## src/assert_macros.svh

```systemverilog
// Assertion macros shared by the RTL.
`ifndef ASSERT_MACROS_SVH
`define ASSERT_MACROS_SVH
`ifndef ASSERT_OFF
`define ASSERT_IMPLY(lbl, clk, rst, a, b) \
  lbl: assert property (@(posedge clk) disable iff (rst) (a) |-> (b)) \
    else $error("assertion failed");
`define ASSERT_NEXT(lbl, clk, rst, a, b) \
  lbl: assert property (@(posedge clk) disable iff (rst) (a) |=> (b)) \
    else $error("assertion failed");
`else
`define ASSERT_IMPLY(lbl, clk, rst, a, b)
`define ASSERT_NEXT(lbl, clk, rst, a, b)
`endif
`endif

```

## src/trz_pkg.sv

```systemverilog
// Shared types and constants of the trapezoid rule integrator.
`timescale 1ns / 1ps
package trz_pkg;
  localparam int FRAC_BITS    = 24;
  localparam int MAX_COUNT    = 65536;
  localparam int XW           = 49;   // sample abscissa width
  localparam int FW           = 48;   // function value width
  localparam int EXP_TERMS    = 14;
  localparam int CORDIC_STEPS = 30;

  localparam logic [FW-1:0] FVAL_MAX = 48'h7FFF_FFFF_FFFF;
  localparam logic [63:0]   ACC_MAX  = 64'h7FFF_FFFF_FFFF_FFFF;

  localparam logic signed [XW-1:0] EXP_LIM  = 49'sd536870912;
  localparam logic signed [XW-1:0] EXP_NLIM = -49'sd536870912;
  localparam logic [29:0] LN2_Q30   = 30'd744261118;
  localparam logic [31:0] LN2_X2    = 32'd1488522236;
  localparam logic [16:0] EXP_MQ    = 17'd94547;       // floor(2^46 / ln2_q30) - 1
  localparam logic [36:0] EXP_BIAS  = 37'd35724533664; // 48 * ln2_q30
  localparam logic [7:0]  EXP_BIASQ = 8'd48;

  // ceil(2^34 / n), n = 1..14
  localparam logic [34:0] EXP_RECIP [EXP_TERMS] = '{
    35'd17179869184, 35'd8589934592, 35'd5726623062, 35'd4294967296,
    35'd3435973837,  35'd2863311531, 35'd2454267027, 35'd2147483648,
    35'd1908874354,  35'd1717986919, 35'd1561806290, 35'd1431655766,
    35'd1321528399,  35'd1227133514
  };

  localparam logic [29:0] ATAN_TAB [CORDIC_STEPS] = '{
    30'd843314856, 30'd497837829, 30'd263043836, 30'd133525158, 30'd67021686,
    30'd33543515, 30'd16775850, 30'd8388437, 30'd4194282, 30'd2097149,
    30'd1048575, 30'd524287, 30'd262143, 30'd131071, 30'd65535, 30'd32767,
    30'd16383, 30'd8191, 30'd4095, 30'd2047, 30'd1023, 30'd511, 30'd255,
    30'd127, 30'd63, 30'd31, 30'd15, 30'd7, 30'd3, 30'd1
  };

  localparam logic [1:0] FN_SQUARE = 2'd0;
  localparam logic [1:0] FN_EXP    = 2'd1;
  localparam logic [1:0] FN_ATAN   = 2'd2;

  typedef struct packed {
    logic w2;    // interior sample, weight two
    logic last;  // final sample of the job
  } pt_tag_t;
endpackage

```

## src/trz_sq.sv

```systemverilog
// Square unit: |x|^2 >> FRAC_BITS, rounded, saturated.
`timescale 1ns / 1ps
module trz_sq (
  input  logic                            clk,
  input  logic                            rst,
  input  logic                            in_valid,
  input  logic signed [trz_pkg::XW-1:0]   x,
  input  trz_pkg::pt_tag_t                in_tag,
  output logic                            out_valid,
  output logic signed [trz_pkg::FW-1:0]   fv,
  output logic                            fv_sat,
  output trz_pkg::pt_tag_t                out_tag
);
  import trz_pkg::*;

  logic [XW-1:0] xu, mag;
  logic          big;
  logic [35:0]   phh_next, phl_next, pll_next;
  logic          s1_v, s1_big;
  logic [35:0]   phh, phl, pll;
  pt_tag_t       s1_tag;
  logic [71:0]   sq;
  logic [FW-1:0] rnd;
  logic          over;

  assign xu  = x;
  assign mag = xu[XW-1] ? (~xu + 1'b1) : xu;
  assign big = |mag[XW-1:36];
  assign phh_next = mag[35:18] * mag[35:18];
  assign phl_next = mag[35:18] * mag[17:0];
  assign pll_next = mag[17:0] * mag[17:0];

  // partial products recombined, plus half an lsb for rounding
  assign sq   = (72'(phh) << 36) + (72'(phl) << 19) + 72'(pll) + (72'd1 << (FRAC_BITS - 1));
  assign rnd  = sq[FRAC_BITS +: FW];
  assign over = s1_big | (rnd > FVAL_MAX);

  always_ff @(posedge clk) begin
    if (rst) begin
      s1_v      <= 1'b0;
      out_valid <= 1'b0;
    end else begin
      s1_v      <= in_valid;
      out_valid <= s1_v;
    end
  end

  always_ff @(posedge clk) begin
    s1_big  <= big;
    phh     <= phh_next;
    phl     <= phl_next;
    pll     <= pll_next;
    s1_tag  <= in_tag;
    fv      <= $signed(over ? FVAL_MAX : rnd);
    fv_sat  <= over;
    out_tag <= s1_tag;
  end
endmodule

```

## config.mk

```make
export PLATFORM = sky130hd
export DESIGN_NAME = trz_sq
export DESIGN_NICKNAME = d
export VERILOG_FILES = /design/src/assert_macros.svh /design/src/trz_pkg.sv /design/src/trz_sq.sv
export SDC_FILE = /design/constraint.sdc
export NUM_CORES = 2
export LEC_CHECK = 0
export BUFFER_PORTS_ARGS = -buffer_cell sky130_fd_sc_hd__buf_2
export CORE_ASPECT_RATIO = 1.75
export CORE_MARGIN = 2
export CORE_UTILIZATION = 30
export DETAILED_ROUTE_END_ITERATION = 8
export PLACE_DENSITY = 0.49
export SETUP_SLACK_MARGIN = 0.3
export SLEW_MARGIN = 20
export SYNTH_ARGS = -nofsm -noshare
export SYNTH_HDL_FRONTEND = slang
export SYNTH_SLANG_ARGS = --single-unit
```

## constraint.sdc

```tcl
create_clock -name clk -period 11 [get_ports clk]
set_clock_uncertainty 0.2 [all_clocks]
set_input_delay 0 -clock clk [delete_from_list [all_inputs] [get_ports clk]]
set_output_delay 0 -clock clk [all_outputs]
set_load 0.01 [all_outputs]
```

### After elaboration in Yosys (flattened, before gate mapping)

Index checks and enable logic that the tools add are counted.

* multipliers: 3
* order comparisons: 1
* muxes and demuxes: 1
* bitwise gates (word level): 2
* add/sub/neg operators: 4
* reductions and logical operators: 1

Operators with widths (count)
* 18-bit by 18-bit multiplier with 36-bit output: 3
* 72-bit by 24-bit adder with 72-bit output, second input constant: 1
* 72-bit by 36-bit adder with 72-bit output: 1
* 72-bit by 55-bit adder with 72-bit output: 1
* 49-bit by 1-bit adder with 49-bit output, second input constant: 1
* 49-bit two-way mux: 1
* 49-bit inverter: 1
* 48-bit by 47-bit greater-than comparator with 1-bit output, second input constant: 1
* 13-bit OR reduction: 1
* 1-bit bitwise OR: 1

* bits in registers: 164
* input port bits: 54
* output and inout port bits: 52
* logic and storage cells: 24

### Logic depth before layout (Yosys ltp)

* word-level depth: 5
* gate-level depth with buffers: 35
* mapped depth without buffers: 32

### Worst setup path after synthesis

Ideal clock, no wire load.

* kind: input-to-reg
* from: input x[0] in the netlist's numbering
* to: register phl[35]
* stages on the path: 31
* setup time: 0.124 ns
* arrival: 8.228 ns
* required time: 10.676 ns
* path slack: 2.448 ns
* cells stage by stage: inv_1 -> clkbuf_1 -> ha_1 -> nand2b_1 -> or4_1 -> or3_1 -> clkbuf_1 -> or2_4 -> o31ai_4 -> xnor2_1 -> clkbuf_1 -> nand2_1 -> fa_1 -> inv_1 -> fa_1 -> fa_1 -> fa_1 -> fa_1 -> inv_1 -> fa_1 -> inv_1 -> ha_1 -> a21o_1 -> a21oi_1 -> o21ai_0 -> a2111o_1 -> o31ai_1 -> o21ai_0 -> o31ai_1 -> nor4bb_1 -> nor3_1

* cells in the longest elaborated chain, start to end: 4

RTL lines
* start, declared: line trz_sq.sv:7 `input logic signed [trz_pkg::XW-1:0] x,`
* 49-bit inverter: line trz_sq.sv:27 `assign mag = xu[XW-1] ? (~xu + 1'b1) : xu;`
* 49-bit by 1-bit adder with 49-bit output: line trz_sq.sv:27
* 49-bit two-way mux (*): line trz_sq.sv:27
* 18-bit by 18-bit multiplier with 36-bit output (*): line trz_sq.sv:30 `assign phl_next = mag[35:18] * mag[17:0];`
* named net phl_next[35]: line trz_sq.sv:18 `logic [35:0] phh_next, phl_next, pll_next;`
* end signal, assigned: line trz_sq.sv:51 `phl <= phl_next;`
* end, declared: line trz_sq.sv:20 `logic [35:0] phh, phl, pll;`

Mark *: on every way through the listed nets, which the timed path passes. The rest lies on a longest branch.
A chain may end at the register's enable or synchronous reset.

### Final worst setup path

* from: input x[0] in the netlist's numbering
* to: register pll[33]

* cells in the longest elaborated chain, start to end: 4

RTL lines
* 49-bit inverter: line trz_sq.sv:27
* 49-bit by 1-bit adder with 49-bit output: line trz_sq.sv:27
* 49-bit two-way mux (*): line trz_sq.sv:27
* 18-bit by 18-bit multiplier with 36-bit output (*): line trz_sq.sv:31 `assign pll_next = mag[17:0] * mag[17:0];`
* named net pll_next[33]: line trz_sq.sv:18
* end signal, assigned: line trz_sq.sv:52 `pll <= pll_next;`
* end, declared: line trz_sq.sv:20

Marks and branches as above.

==> qor.txt <==
GRT Resource Usage Total -> 19.3%
Number of synthesized flops with an enable pin -> 0
Top cell by count, worst path -> fa_1
Final Hold Fails -> 0
DR vias/cell -> 4.74
Worst setup SP type -> input port
Clock Sink Count -> 144
Global route overflow -> 0
PortBufs -> 105
Initial antenna violation count -> 5
Post-synthesis cell count -> 3,784
Synth Flop Type -> dfxtp_1
Root buffer cell -> clkbuf_16
Max Clk Rate -> 0.112 GHz
Yosys warnings -> 0
GPL Wtd Cong -> 0.891
R2r endpoint -> fv[44]$_SDFF_PP1_
Final Critical Period -> 8.91 ns
Final-layout fill cell count -> 11,700
Residual DRC -> 0
Worst hold start -> in_valid
Core Area -> 0.111 mm²
Avg Cell Area, Syn -> 8.88 µm²
DR iter-0 viols -> 1,060
Flop2flop setup slack -> 5.85 ns
Setup crit end kind -> flip-flop
Ys async rst share -> 0%
Drt total wl -> 108,000 µm
Layout cells sized above 1 -> 7.31%
Final setup TNS -> 0 ns
Post-synth net total -> 4,923
Register area -> 0.00288 mm²
Sequential area share after synthesis -> 8.58%
Crit path max-delay cell type -> inv_1
Max-slew violations -> 0
CP max FO -> 14
Clk_lat worst skew -> 0.52 ns
Vias in the first global route -> 28,700
Status -> completed
Htree depth -> 4
R2R cell count -> 14
Largest net degree at the start of global routing -> 51
Tcrit/Tclk final -> 81.0%
First-pass GRT wire length -> 165,000 µm
Area Overhead vs Synth -> 10.8%
Wire per inst -> 20.1 µm
TritonRoute pass-1 iters -> 5
Initial Util -> 30.2%
Worst EP required -> 11.22 ns
Nets@finish -> 5,027
R2r startpoint -> pll[21]$_DFF_P_
Cell Rows -> 162
Multi-input gate area -> 0.0271 mm²
CTS clock-pin slew for the worst setup and hold paths -> 0.08 ns
CTS Buf Count -> 17
Die Y -> 447 µm
Slew HR -> 27.4%
Floorplan die width -> 257 µm
Worst path max stage delay -> 0.66 ns
Tightest Pin Transition -> 1.09 ns
Synthesized area -> 0.0336 mm²
Synth cell types -> 76
DIE AREA -> 0.115 mm²
Hold Path Depth -> 3
Post-synthesis register bit count -> 144
CTS max path bufs -> 2
Hold-critical path endpoint -> s1_v$_SDFF_PP0_
Crit path DAT -> 9.13 ns
Vias after detailed routing -> 25,500
CP Class -> in2reg
Post-cts sizing count -> 0
I/O pins -> 106
Worst hold path type -> in2reg
Post-DP HPWL -> 88,000 µm
RSZ-0062 raised after global routing -> false
Number of setup violations in the final report -> 0
Post-DRT Antenna Nets -> 0
Max cap viols -> 0
CTS tree -> yes
Final Util -> 33.5%
## registers in the layout (all words and copies together), names as in the netlist
name,cells
pll,17
out_tag,2
fv,48
phl,36
s1_big,1
fv_sat,1
s1_tag,2
s1_v,1
phh,35
out_valid,1
## metrics by stage
step	cells	instance area [µm²]	hold WS, ns	worst slack [ns]
after floorplan	3784	33600	-0.172	2.45
after global placement	5333	36500	-0.0958	1.66
after detailed placement	5333	36500	-0.0905	1.54
after CTS	5377	37200	0.0114	2.07
after global routing	5378	37200	0.0461	1.64
final	5380	37200	0.0544	2.09
## worst max-delay path by stage
stage,start,end,slack (ns),cells past startpoint
detailed placement,x[0],pll[33]$_DFF_P_,1.54,31
floorplan,x[0],phl[35]$_DFF_P_,2.45,31
finish,x[0],pll[33]$_DFF_P_,2.09,31
global route,x[3],pll[33]$_DFF_P_,1.64,29
global placement,x[3],pll[33]$_DFF_P_,1.66,29
CTS,x[0],pll[33]$_DFF_P_,2.07,31
## metal layers
metal	global-route usage [%]	up-vias	share of wire (%)
met5	0	-	0.012
met4	12.6	2	7.3
met3	1.79	312	3.0
met2	38.9	584	57
met1	18.4	13000	33
li1	-	11600	-
## worst max-delay path: cells and delay by family
family | cells | cell delay [ns]
compound gates | 8 | 1.96
fa+ha+maj | 8 | 3.73
simple gates | 5 | 1.50
xor+xnor | 2 | 0.36
buf+inv | 8 | 1.55
## cell usage after synthesis (8+ instances only)
library cell / instances / area (µm²)
nor2_1: 377 / 1420
a31oi_1: 13 / 81.3
buf_1: 13 / 48.8
xor2_1: 52 / 455
clkbuf_1: 97 / 364
fa_1: 692 / 13900
a21o_1: 47 / 353
nand4_1: 9 / 56.3
nand2_1: 427 / 1600
clkinv_1: 10 / 37.5
and3_1: 12 / 75.1
or3_1: 18 / 113
nor2b_1: 19 / 119
o211ai_1: 13 / 97.6
xnor2_1: 104 / 911
a21oi_1: 86 / 430
o21a_1: 18 / 135
or4_1: 8 / 60.1
nand3_1: 23 / 115
inv_1: 923 / 3460
dfxtp_1: 144 / 2880
buf_2: 9 / 45.0
o21ai_0: 69 / 345
nor3_1: 32 / 160
a211oi_1: 15 / 113
o31ai_1: 23 / 173
nand2b_1: 15 / 93.8
o21bai_1: 13 / 97.6
ha_1: 393 / 4920
## layout make-up
cell class                      instances  share of cell area (%)
Clock inverter                         15                   0.487
Sequential cell                       144                    7.74
Timing Repair Buffer                  204                    3.49
Tap cell                             1476                    4.96
Clock buffer                           17                    1.14
Inverter                              938                    9.46
Antenna cell                            3                  0.0202
Multi-Input combinational cell       2583                    72.7
## layout by cell type, fill, tap and decap left out, types with 15 or more instances in the layout
cell type | netlist | final
inv_1 | 923 | 923
fa_1 | 692 | 692
nand2_1 | 427 | 427
ha_1 | 393 | 393
nor2_1 | 377 | 377
dfxtp_1 | 144 | 144
buf_2 | 9 | 105
buf_4 | 0 | 87
a21oi_1 | 86 | 86
xnor2_1 | 104 | 85
o21ai_0 | 69 | 68
a21o_1 | 47 | 47
xor2_1 | 52 | 41
nor3_1 | 32 | 32
o31ai_1 | 23 | 23
nand3_1 | 23 | 23
nor2b_1 | 19 | 19
or3_1 | 18 | 18
o21a_1 | 18 | 18
clkbuf_16 | 0 | 17
nand2b_1 | 15 | 15
a211oi_1 | 15 | 15
## timing repair
item | CTS | global route
hold buffers | 12 | 0
endpoints found under the hold margin | 6 | 0
setup buffers | 0 | 0
## kinds of logic (layout without fill, tap and decap cells)
| group | Yosys count | count (layout) | synth area share, % |
|---|---|---|---|
| muxes | 5 | 5 | 0.153 |
| AOI/OAI and AO/OA | 355 | 355 | 7.08 |
| other | 1 | 4 | 0.0112 |
| xor gates and xnor gates | 159 | 159 | 4.21 |
| buffers and inverters | 1057 | 1174 | 11.8 |
| and+or+nand+nor | 978 | 978 | 12.3 |
| DFF | 144 | 144 | 8.58 |
| adders and majority gates | 1085 | 1085 | 55.9 |
Power is not shown: default switching activity piles up to over one toggle a cycle in this logic, so the estimate is an artifact.
